## src/rtl/core/nvdn_pkg.sv

```systemverilog
// ----------------------------------------------------------------------------
// nvdn_pkg - shared constants, types and sine table
// Fixed-point formats and the quarter-wave sine table used by the normal
// vector decode and normalise pipeline.
// ----------------------------------------------------------------------------
package nvdn_pkg;

  localparam int SINE_BITS   = 10;
  localparam int TAB_LEN     = (1 << SINE_BITS) + 1;
  localparam int IDX_W       = SINE_BITS + 1;
  localparam int PHASE_SHIFT = 16 - SINE_BITS;
  localparam int PHASE_W     = 17;
  localparam int Q30_W       = 31;
  localparam int SQ_W        = 62;
  localparam int ROOT_W      = 31;
  localparam int NQ_W        = 16;
  localparam logic [15:0] SAMPLE_MAX_RESET = 16'd255;
  localparam logic [PHASE_W-1:0] PHASE_FULL = 17'd65536;
  localparam logic [Q30_W-1:0] Q30_ONE = 31'h4000_0000;
  localparam logic [14:0] Q15_MAX = 15'h7fff;

  typedef logic [Q30_W-1:0] sine_tab_t [0:TAB_LEN-1];

  typedef struct packed {
    logic              neg;
    logic [Q30_W-1:0]  mag;
  } nvdn_comp_t;

  function automatic longint qmul(longint a, longint b);
    longint p;
    longint h;
    p = a * b;
    h = longint'(1) << 29;
    if (p >= 0) return (p + h) >>> 30;
    return -((-p + h) >>> 30);
  endfunction

  // odd Taylor series to degree 11, evaluated in Q30
  function automatic sine_tab_t build_sine();
    sine_tab_t tab;
    longint x;
    longint x2;
    longint acc;
    for (int i = 0; i < TAB_LEN; i++) begin
      x   = longint'(i) << (30 - SINE_BITS);
      x2  = qmul(x, x);
      acc = -3864;
      acc = 172272 + qmul(acc, x2);
      acc = -5026995 + qmul(acc, x2);
      acc = 85569306 + qmul(acc, x2);
      acc = -693598669 + qmul(acc, x2);
      acc = 1686629713 + qmul(acc, x2);
      acc = qmul(acc, x);
      if (acc < 0) acc = 0;
      if (acc > (longint'(1) << 30)) acc = longint'(1) << 30;
      tab[i] = Q30_W'(acc);
    end
    tab[TAB_LEN-1] = Q30_ONE;
    return tab;
  endfunction

  localparam sine_tab_t SINE_TAB = build_sine();

endpackage

```

## src/rtl/core/nvdn_phase.sv

```systemverilog
// ----------------------------------------------------------------------------
// nvdn_phase - sample to quarter-wave phase
// Saturates the sample, folds it about mid-scale and divides by twice the
// maximum with a pipelined restoring divider, one quotient bit per stage.
// ----------------------------------------------------------------------------
module nvdn_phase (
  input  logic                         clk,
  input  logic                         rst,
  input  logic                         adv,
  input  logic                         in_valid,
  input  logic [15:0]                  sample,
  input  logic [15:0]                  mx,
  output logic                         out_valid,
  output logic [nvdn_pkg::PHASE_W-1:0] phase,
  output logic                         neg
);
  import nvdn_pkg::*;

  localparam int QB = PHASE_W;
  localparam int NW = 16 + PHASE_W + 1;

  logic [15:0]    s_sat;
  logic [16:0]    s2;
  logic [16:0]    mx17;
  logic           is_neg;
  logic [16:0]    mag;
  logic [PHASE_W-1:0] dvs;

  logic           v   [0:QB];
  logic           sg  [0:QB];
  logic [NW-1:0]  rem [0:QB];
  logic [QB-1:0]  q   [0:QB];

  always_comb begin
    s_sat  = (sample > mx) ? mx : sample;
    s2     = {s_sat, 1'b0};
    mx17   = {1'b0, mx};
    is_neg = s2 < mx17;
    mag    = is_neg ? (mx17 - s2) : (s2 - mx17);
    dvs    = {mx, 1'b0};
  end

  always_ff @(posedge clk) begin
    if (rst) begin
      v[0] <= 1'b0;
    end else if (adv) begin
      v[0]   <= in_valid;
      sg[0]  <= is_neg;
      rem[0] <= (NW'(mag) << PHASE_W) + NW'(mx);
      q[0]   <= '0;
    end
  end

  for (genvar k = 0; k < QB; k++) begin : g_div
    localparam int J = QB - 1 - k;
    logic [NW-1:0] dsh;
    logic          ge;
    always_comb begin
      dsh = NW'(dvs) << J;
      ge  = rem[k] >= dsh;
    end
    always_ff @(posedge clk) begin
      if (rst) begin
        v[k+1] <= 1'b0;
      end else if (adv) begin
        v[k+1]   <= v[k];
        sg[k+1]  <= sg[k];
        rem[k+1] <= ge ? (rem[k] - dsh) : rem[k];
        q[k+1]   <= {q[k][QB-2:0], ge};
      end
    end
  end

  assign out_valid = v[QB];
  assign phase     = (q[QB] > PHASE_FULL) ? PHASE_FULL : q[QB];
  assign neg       = sg[QB];

endmodule

```

## config.mk

```make
export PLATFORM = sky130hd
export DESIGN_NAME = nvdn_phase
export DESIGN_NICKNAME = d
export VERILOG_FILES = /design/src/rtl/core/nvdn_pkg.sv /design/src/rtl/core/nvdn_phase.sv
export SDC_FILE = /design/constraint.sdc
export NUM_CORES = 2
export LEC_CHECK = 0
export BUFFER_PORTS_ARGS = -buffer_cell sky130_fd_sc_hd__buf_2
export CAP_MARGIN = 10
export CORE_MARGIN = 10
export CORE_UTILIZATION = 60
export CTS_CLUSTER_SIZE = 25
export DETAILED_ROUTE_END_ITERATION = 8
export PLACE_DENSITY_LB_ADDON = 0.1
export SLEW_MARGIN = 20
export SYNTH_ARGS = -nofsm -noshare
export SYNTH_HDL_FRONTEND = slang
export SYNTH_SLANG_ARGS = --single-unit
```

## constraint.sdc

```tcl
create_clock -name clk -period 33.1 [get_ports clk]
set_clock_uncertainty 0.2 [all_clocks]
set_input_delay 6.62 -clock clk [delete_from_list [all_inputs] [get_ports clk]]
set_output_delay 6.62 -clock clk [all_outputs]
set_load 0.01 [all_outputs]
```

==> metrics <==
clock slew at reported path FFs around 0.06 ns; Layout fillers about 5.3k; clk sinks around 760; Reg2Reg Setup Slack 29.08 ns; FMAX 82.6 MHz; number of synthesized flops with an enable pin 764; crit path launch type input port; Final WS setup ~21 ns; worst-path cell chain buf_2 > inv_1 > buf_4 > ha_1 > a21oi_1 > o21ai_0 > a221o_1 > a221oi_1 > nor2_1 > buf_4 > nand2_1 > o21ai_0 > ha_1 > fa_1 > a21oi_1 > nand2_1 > a2111oi_0 > o31ai_1 > nand2_1 > o21ai_4 > mux2i_1 > xor2_1; register area roughly 23000 µm²; CP max FO 19; area taken by multi-input logic gates 19600 µm²; H-tree Lvls 3; largest net degree at the start of global routing between 150 and 200; Netlist cell types 84; Total Die Area ~83000 µm²; PD cells about 57 nW/µm²; vias in the first global route about 30k; Pleak around 18 nW; cell mode on critical path nand2_1; GR Util All Layers 0.249; RSZ-0062 raised after global routing false; WHS Endpoint q[12][8]; Avg Vias per Cell roughly 6.3; Post-Syn Nets between 4k and 5k; Worst-Skew Late Latency ~0.65 ns; outcome completed; RR Endpoint rem[14][21]; Finish-stage setup viols 0; Hold Crit Class flop to flop; antenna viol nets, final 0; crit end category flop; CTS max path bufs 3; standard-cell row count 98; Area contributors post-synth edfxtp_1 (53%), ha_1 (9.1%), xnor2_1 (3.4%); CTS tree yes; Sw Share 0.286; via count 30.9k; Period minus WS final 12.11 ns; Cells after Synth approximately 3.8k; Final Hold Fails 0; xor/xnor share of the synthesized area 0.0650; IR drop worst, VDD 0.0000651 V; Place WS ~20 ns; initial DRC count approximately 2.8k; relative slew slack 0.229; simple-gate share of the synthesized area 0.136; Top FF cell, synth edfxtp_1; sequential share of the synthesized area 0.529; main combinational cell family by area after synthesis simple AND/OR/NAND/NOR gates; Reg2Reg Depth 8; Resized Gates After CTS 0; CTS root buf clkbuf_16; Synth Cell Area 43400 µm²; internal power 1.95 mW; GRT overflow 0; worst setup path category input port to flop; GP Congestion slightly above 0.9; antenna cells 0; first-pass GRT wire length ~160 mm; port bufs 54; post-synth top area share 0.529; final WL ~110 mm; Hold Path Depth 0; final setup TNS 0 ns; critical path's largest stage delay just over 0.9 ns; Chip Width ~290 µm; drt first pass iters 6; Area Overhead vs Synth 9.94%; cts bufs inserted 83; measured slew at the worst slew-check pin 1.16 ns; Die H 289 µm; hpwl dp between 70 and 80 mm; share of flip-flops with an asynchronous set or reset 0; cts hold-fix bufs 0; multiplexer share of the synthesized area 0.0221; share of cells above drive strength 1 0.0849; total power approximately 2.7 mW; CP Data Required Time around 33 ns; Synth Area in Adders 0.0997; period utilization 0.366; starting density of the core 0.606; Synth area leader edfxtp_1; FF-to-FF Start rem[13][24]; Max-Cap Viols 0; Slew Viols, Final 0; # DRC 0; IO Count 55; part of the power in registers 0.446; P_sw ~0.78 mW; Gate power share 0.212; NumNets Final ~4.2k; core area just over 70000 µm²; syn avg cell area approximately 12 µm²; post-CTS setup buffer count 0; Ys Warns 0; post-synthesis compound-gate area fraction 0.128; slowest CP cell a2111oi_0; Min Hold Slack 0.215 ns; WL/cell between 20 and 25 µm; CP arrival around 12 ns; #FFs+latches synth 764; initial antenna violation count 4; Clk pwr share 0.342; HP Start q[11][7]
[metrics by stage]
stage               utilization  cell area [µm²]  std cells
finish                    0.666            47700       4886
floorplan                     -            43400       3760
CTS                       0.666            47700       4886
global route              0.666            47700       4886
global placement          0.627            44900       4734
detailed placement        0.627            44900       4734
[power by group through the flow]
stage	Sequential (mW)	Clock [mW]	Combinational [mW]
2_1_floorplan	1.25	0	0.439
3_3_place_gp	1.24	0	0.548
3_5_place_dp	1.24	0	0.569
4_1_cts	1.22	0.952	0.575
5_1_grt	1.22	0.989	0.644
6_report	1.22	0.936	0.581
[cells by family (layout without fill, tap and decap cells)]
group / after synthesis / in the layout
XOR/XNOR: 322 / 322
AO/OA/AOI/OAI: 888 / 888
buffers and inverters: 228 / 404
multiplexers: 87 / 87
flip-flops: 764 / 764
adder cells (fa/ha/maj): 335 / 335
AND/OR/NAND/NOR: 1136 / 1136
[state kept, by name, summed over array words and instances, names as in the netlist]
| register | cells |
|---|---|
| rem | 575 |
| q | 153 |
| sg | 18 |
| v | 18 |
[per-layer routing]
layer	share of wire	wire length, µm	track usage
met3	0.055	5870	0.0317
met2	0.48	50700	0.415
met1	0.43	45800	0.337
met5	0	0	0
met4	0.032	3360	0.0782
[how the worst max path moves through the flow]
stage	from	endpoint	slack, ns
global placement	mx[7]	rem[0][23]	20.42
finish	mx[7]	rem[0][21]	20.99
CTS	mx[7]	rem[0][21]	20.95
global route	mx[7]	rem[0][26]	20.68
floorplan	adv	v[0]	4.16
detailed placement	mx[7]	rem[0][27]	20.28
[cell usage after synthesis, drive strengths merged (9+ instances only)]
master,instances
edfxtp,764
ha,317
a21oi,283
nor2,263
nand2,238
o21ai,220
xnor2,166
inv,158
xor2,156
nor3,96
a21o,75
nor4,75
nor2b,67
mux2,65
nand3,62
clkbuf,59
nand4,54
o21a,54
nand2b,47
or3,47
and2,35
o31ai,30
or4,28
a211oi,27
a31oi,25
mux2i,22
or2,21
o211ai,20
and3,19
a21boi,18
fa,18
nand3b,16
nand4b,16
o21bai,14
nor3b,13
nor4b,12
buf,11
a221oi,10
o31a,10
o41ai,10
o2111ai,9
[worst max-delay path, delay by kind of cell]
family          cells  cell delay, ns
simple gates        4            0.59
fa+ha+maj           3            1.03
compound gates      9            2.79
buf+inv             4            0.83
xor+xnor            1            0.18
mux                 1            0.22
[cell usage in the layout, fill, tap and decap left out, types with 63 or more instances in the layout]
cell type / n
o21ai_0: 217
nor3_1: 96
a21oi_1: 280
edfxtp_1: 764
nor2b_1: 66
inv_1: 157
xor2_1: 156
nor4_1: 75
xnor2_1: 166
ha_1: 317
a21o_1: 75
clkbuf_16: 83
nand2_1: 237
mux2_2: 63
nor2_1: 262
[layout make-up]
| type | count | area share |
|---|---|---|
| clock inverters | 53 | 0.0130 |
| inverters | 158 | 0.0124 |
| flip-flops and latches | 764 | 0.481 |
| repair buffers | 94 | 0.0125 |
| clock buffers | 99 | 0.0448 |
| multi-input cells | 2768 | 0.411 |
| well taps | 950 | 0.0249 |
No activity file was read; power rests on OpenSTA's default activity.
