### config.mk
export PLATFORM = sky130hd
export DESIGN_NAME = nvdn_q15_div
export DESIGN_NICKNAME = d
export VERILOG_FILES = /design/src/rtl/core/nvdn_pkg.sv /design/src/rtl/core/nvdn_q15_div.sv
export SDC_FILE = /design/constraint.sdc
export NUM_CORES = 2
export LEC_CHECK = 0
export ABC_AREA = 0
export BUFFER_PORTS_ARGS = -buffer_cell sky130_fd_sc_hd__buf_2
export CAP_MARGIN = 20
export CORE_UTILIZATION = 44
export CTS_BUF_LIST = sky130_fd_sc_hd__clkbuf_8
export CTS_CLUSTER_SIZE = 40
export DETAILED_ROUTE_END_ITERATION = 10
export GPL_TIMING_DRIVEN = 0
export HOLD_SLACK_MARGIN = 0.08
export SETUP_SLACK_MARGIN = 0.05
export SLEW_MARGIN = 20
export SYNTH_ARGS = -nofsm -noshare
export SYNTH_HDL_FRONTEND = slang
export SYNTH_SLANG_ARGS = --single-unit
### constraint.sdc
create_clock -name clk -period 80.3 [get_ports clk]
set_input_delay 20.075 -clock clk [delete_from_list [all_inputs] [get_ports clk]]
set_output_delay 20.075 -clock clk [all_outputs]
set_load 0.1 [all_outputs]
### src/rtl/core/nvdn_pkg.sv
// ----------------------------------------------------------------------------
// nvdn_pkg - shared constants, types and sine table
// Fixed-point formats and the quarter-wave sine table used by the normal
// vector decode and normalise pipeline.
// ----------------------------------------------------------------------------
package nvdn_pkg;

  localparam int SINE_BITS   = 10;
  localparam int TAB_LEN     = (1 << SINE_BITS) + 1;
  localparam int IDX_W       = SINE_BITS + 1;
  localparam int PHASE_SHIFT = 16 - SINE_BITS;
  localparam int PHASE_W     = 17;
  localparam int Q30_W       = 31;
  localparam int SQ_W        = 62;
  localparam int ROOT_W      = 31;
  localparam int NQ_W        = 16;
  localparam logic [15:0] SAMPLE_MAX_RESET = 16'd255;
  localparam logic [PHASE_W-1:0] PHASE_FULL = 17'd65536;
  localparam logic [Q30_W-1:0] Q30_ONE = 31'h4000_0000;
  localparam logic [14:0] Q15_MAX = 15'h7fff;

  typedef logic [Q30_W-1:0] sine_tab_t [0:TAB_LEN-1];

  typedef struct packed {
    logic              neg;
    logic [Q30_W-1:0]  mag;
  } nvdn_comp_t;

  function automatic longint qmul(longint a, longint b);
    longint p;
    longint h;
    p = a * b;
    h = longint'(1) << 29;
    if (p >= 0) return (p + h) >>> 30;
    return -((-p + h) >>> 30);
  endfunction

  // odd Taylor series to degree 11, evaluated in Q30
  function automatic sine_tab_t build_sine();
    sine_tab_t tab;
    longint x;
    longint x2;
    longint acc;
    for (int i = 0; i < TAB_LEN; i++) begin
      x   = longint'(i) << (30 - SINE_BITS);
      x2  = qmul(x, x);
      acc = -3864;
      acc = 172272 + qmul(acc, x2);
      acc = -5026995 + qmul(acc, x2);
      acc = 85569306 + qmul(acc, x2);
      acc = -693598669 + qmul(acc, x2);
      acc = 1686629713 + qmul(acc, x2);
      acc = qmul(acc, x);
      if (acc < 0) acc = 0;
      if (acc > (longint'(1) << 30)) acc = longint'(1) << 30;
      tab[i] = Q30_W'(acc);
    end
    tab[TAB_LEN-1] = Q30_ONE;
    return tab;
  endfunction

  localparam sine_tab_t SINE_TAB = build_sine();

endpackage

### src/rtl/core/nvdn_q15_div.sv
// ----------------------------------------------------------------------------
// nvdn_q15_div - one component divided by the length into Q1.15
// Rounded pipelined restoring divider, saturate and restore the sign.
// ----------------------------------------------------------------------------
module nvdn_q15_div (
  input  logic                         clk,
  input  logic                         rst,
  input  logic                         adv,
  input  logic                         in_valid,
  input  nvdn_pkg::nvdn_comp_t         comp,
  input  logic [nvdn_pkg::ROOT_W-1:0]  len,
  output logic                         out_valid,
  output logic signed [15:0]           normal,
  output logic                         zero
);
  import nvdn_pkg::*;

  localparam int QB = NQ_W;
  localparam int NW = Q30_W + 15 + 1;

  logic             v   [0:QB];
  logic             sg  [0:QB];
  logic             zf  [0:QB];
  logic [ROOT_W-1:0] dv [0:QB];
  logic [NW-1:0]    rem [0:QB];
  logic [QB-1:0]    q   [0:QB];

  logic [14:0]      sat;

  always_ff @(posedge clk) begin
    if (rst) begin
      v[0] <= 1'b0;
    end else if (adv) begin
      v[0]   <= in_valid;
      sg[0]  <= comp.neg;
      zf[0]  <= len == '0;
      // with a zero length the quotient never reaches the output, any divisor will do
      dv[0]  <= (len == '0) ? ROOT_W'(1) : len;
      rem[0] <= (NW'(comp.mag) << 15) + NW'(len[ROOT_W-1:1]);
      q[0]   <= '0;
    end
  end

  for (genvar k = 0; k < QB; k++) begin : g_div
    localparam int J = QB - 1 - k;
    logic [NW-1:0] dsh;
    logic          ge;
    always_comb begin
      dsh = NW'(dv[k]) << J;
      ge  = rem[k] >= dsh;
    end
    always_ff @(posedge clk) begin
      if (rst) begin
        v[k+1] <= 1'b0;
      end else if (adv) begin
        v[k+1]   <= v[k];
        sg[k+1]  <= sg[k];
        zf[k+1]  <= zf[k];
        dv[k+1]  <= dv[k];
        rem[k+1] <= ge ? (rem[k] - dsh) : rem[k];
        q[k+1]   <= {q[k][QB-2:0], ge};
      end
    end
  end

  assign sat = q[QB][15] ? Q15_MAX : q[QB][14:0];

  always_ff @(posedge clk) begin
    if (rst) begin
      out_valid <= 1'b0;
    end else if (adv) begin
      out_valid <= v[QB];
      zero      <= zf[QB];
      if (zf[QB]) normal <= '0;
      else if (sg[QB]) normal <= -$signed({1'b0, sat});
      else normal <= $signed({1'b0, sat});
    end
  end

endmodule

==> results.md <==
- The flow ran to the end, and the final reports show no timing, DRC or antenna violations.
- Using the TritonRoute via totals, the vias-per-cell ratio works out to 5.577.
- Yosys printed 0 warnings.
- STA classifies the critical path endpoint as a flip-flop.
- The number of different library cells in the post-synthesis netlist is 92.
- The total leakage power is 34.38 nW.
- On the final layout, the worst hold slack is 0.4087 ns.
- The initial antenna violation count came to 5.
- The largest fanout on the critical path is 8.
- The via count of the first global-routing pass was 54298.
- The total of cells resized after clock tree synthesis is 0.
- The HPWL after detailed placement is 162100 um.
- The first global-routing pass estimated 315400 um of wire.
- The global placer's final weighted congestion is 0.9361.
- The area added between synthesis and finish is 10.92%.
- The number of setup buffers added after CTS is 0.
- The library cell used most frequently in the layout, excluding fill and tap cells, is sky130_fd_sc_hd__edfxtp_1.
- The area enclosed by the die boundary is 183300 sq um.
- 85 I/O pins were placed.
- The row count is 156.
- The combined area of all synthesized cells is 79920 sq um.
- The fraction of synthesis flops using an asynchronous set or reset pin is 0%.
- Together, buffers and inverters on the worst path number 1.
- The hold-critical path depth is 0.
- The pre-CTS setup slack is 55.97 ns.
- In this run, CTS created clock tree buffers numbering 238.
- The number of buffers inserted for hold repair after clock tree synthesis is 0.
- During placement, the flow inserted port buffers numbering 84.
- Setup repair after global routing left no endpoint under its margin.
- The final setup skew is 0.05622 ns.
- The final count of pins violating max slew is 0.
- The final period utilization is 29.03%.
- The later pin in the worst-skew pair is clocked with a latency of 1.00 ns.
- For this block, the via count after detailed routing is 56468.
- The core region is 180500 sq um.
- The clock net in this run drives a total of 1453 sinks.
- For this run, the post-layout net count is 8156.
- The pin count of the biggest net entering global routing is 61.
- The arrival time reported for the critical path endpoint is 24.06 ns.
- For the pin with the worst max-slew slack, the measured transition is 1.107 ns.
- The final instance area is 88650 sq um.
- Counting cells, the worst reg-to-reg path comes to 13.
- After detailed placement, the total cell area comes to 84070 sq um.
- For this run, the detailed router's first-pass iteration total came to 6.
- The maximum vdd ir drop is 0.01374 mV.
- The post-route DRC violation count is 0.
- The detailed-route wire length per cell is 20.51 um.
- Synthesis handed over a netlist of 7206 instances.
- The number of nets handed over by synthesis was 7801.
- The minimum clock period after layout is 23.31 ns.
- The sequential area share after synthesis is 54.58%.
- The final standard cell utilization of the core is 49.10%.
- In the layout the commonest cells are sky130_fd_sc_hd__edfxtp_1 (1452), sky130_fd_sc_hd__inv_1 (698), sky130_fd_sc_hd__a21oi_1 (639), sky130_fd_sc_hd__nand2_1 (513), sky130_fd_sc_hd__ha_1 (512).
- The data required time at the worst endpoint is 81.05 ns.
- The remaining antenna violation count is 0.
- The vertical die dimension is 428.2 um.
- Broken down by cell family, the worst path's largest delay share belongs to compound AO/OA/AOI/OAI gates.
- The maximum clock insertion buffer count is 3.
- The ratio of cells with drive above 1 in the final layout is 7.265%.
- Setup violations remaining at the end of the flow were counted as 0.
- The clock slew seen by the registers of the worst setup and hold paths is 0.07 ns.
- The buffer type at the clock tree root is sky130_fd_sc_hd__clkbuf_8.
- Setup slack closes at 56.99 ns.
- After routing, the total negative slack on setup checks comes to 0 ns.
- The routed design has 207700 um of wire.
- The clock tree from TritonCTS is built.
- The worst hold-check path type is reg -> reg.
- The critical path launch point type is an input pin.
- The total of max-cap violations is 0.
- The critical path goes through buf_2, ha_1, fa_1, a21o_1, a21oi_1, o21ai_0, o41ai_1, o21ai_0, or4_1, a31o_2, a21oi_1, nor2_1, xor2_1.
- For this run the aggregate overflow at the end of global routing stands at 0.
- The H-tree generated during clock tree synthesis spans 4 levels.
- The total stage count of the critical path is 13.
- The starting DRC count in detailed routing is 4589.
- The power per cell area is 21.63 nW/um^2.
- By startpoint and endpoint, the worst setup path is classified as in -> reg.
- The die is 428.2 um wide.
- Derived from the worst setup path, the maximum achievable clock frequency is 42.89 MHz.
- After synthesis the netlist holds a flip-flop and latch count of 1453.
- A synthesized cell averages 11.09 sq um.
- The initial core utilization is 44.26%.
- The prevailing post-synth register cell is sky130_fd_sc_hd__edfxtp_1.
- The final number of hold-violating endpoints is 0.
- The aggregate global-route resource usage is 22.20%.
- The synthesized design contains 1452 enable-type register cells.
- The library cell contributing the largest single delay on the critical path is sky130_fd_sc_hd__o41ai_1.
- In this design, the stage delay of the slowest critical-path cell is 0.59 ns.
- The normalized max-slew margin is 25.95%.
==> cells by family (layout without fill, tap and decap cells) <==
logic type,Yosys count,after routing,synth area share [%]
xor gates and xnor gates,546,546,5.984
buffers and inverters,866,1410,4.113
other,0,6,0
DFF,1453,1453,54.58
muxes,71,71,0.9957
adders and majority gates,528,528,8.417
AOI/OAI and AO/OA,1879,1879,14.54
and+or+nand+nor,1863,1863,11.37
==> metrics by stage <==
| stage | instances | power [mW] |
|---|---|---|
| 2_1_floorplan | 7206 | 1.259 |
| 3_3_place_gp | 9660 | 1.381 |
| 3_5_place_dp | 9691 | 1.306 |
| 4_1_cts | 10120 | 1.939 |
| 5_1_grt | 10125 | 2.014 |
| 6_report | 10126 | 1.918 |
==> final timing paths <==
path                                  from           to  slack [ns]
worst max-delay path               len[16]   rem[0][33]       56.99
worst max register to register  dv[0][186]  rem[0][365]       75.08
worst min register to register    q[0][50]     q[0][67]        0.41
worst min-delay path              q[0][50]     q[0][67]        0.41
==> synth_stat cells, drive strengths merged (18+ instances only) <==
library cell	n	area, sq um
clkbuf	189	709.4
or3	31	198.9
nor2b	83	519.3
nand2b	63	394.1
a21boi	19	142.6
a21o	254	1907
mux2	68	765.7
nand4	100	625.6
nand2	513	1926
o21bai	58	435.4
buf	32	156.4
xor2	230	2014
xnor2	316	2768
nand4b	22	192.7
nor2	504	1892
a211o	18	157.7
a311oi	18	163.9
edfxtp	1452	43600
o21ai	448	2242
nand3b	23	172.7
nor4	72	465.5
ha	512	6406
a31oi	76	481.7
nor3	114	575.6
o21a	57	427.9
inv	643	2414
a21oi	640	3207
and2	39	244.0
o31ai	41	307.8
or2	20	125.1
a211oi	51	387.9
o211ai	33	247.7
and3	67	419.2
nand3	133	665.6
==> report_power, final <==
part           internal, mW  switching [mW]
registers             0.902          0.0351
logic                 0.143           0.213
clock network         0.323           0.301
total                  1.37           0.549
==> registers in the layout, indices dropped and copies added, names as in the netlist <==
register	count
zf	17
v	17
zero	1
rem	752
normal	16
sg	17
q	136
dv	496
out_valid	1
==> cell type report <==
class	instances	area, sq um
inverters	645	2421
diodes	6	15.01
multi-input cells	4887	33020
well taps	2370	2965
fillers	16266	91900
flip-flops and latches	1453	43620
clock buffers	238	3276
plain buffers	221	869.6
clock inverters	191	1279
repair buffers	115	1176
==> worst register-to-register path, stage by stage (launching register included) <==
cell and delay [ns]:
sky130_fd_sc_hd__edfxtp_1 0.41, sky130_fd_sc_hd__ha_1 0.24, sky130_fd_sc_hd__fa_1 0.41, sky130_fd_sc_hd__nor2b_1 0.16, sky130_fd_sc_hd__o31a_1 0.15, sky130_fd_sc_hd__o21ai_0 0.16
sky130_fd_sc_hd__a211oi_1 0.50, sky130_fd_sc_hd__o21ai_0 0.17, sky130_fd_sc_hd__nand2_1 0.25, sky130_fd_sc_hd__a41oi_1 0.20, sky130_fd_sc_hd__nor2_1 0.88, sky130_fd_sc_hd__clkbuf_1 0.61
sky130_fd_sc_hd__clkbuf_1 0.55, sky130_fd_sc_hd__a21oi_1 0.24
==> layer usage <==
metal  global-route usage (%)  share of wire (%)  vias to the layer above
met5                        0                  0                        -
met4                    7.365                3.0                        0
met3                    3.394                5.2                      361
met2                    37.73                 49                     1529
met1                    28.90                 43                    27284
li1                         -                  -                    27294
(Power assumes the default switching activity.)
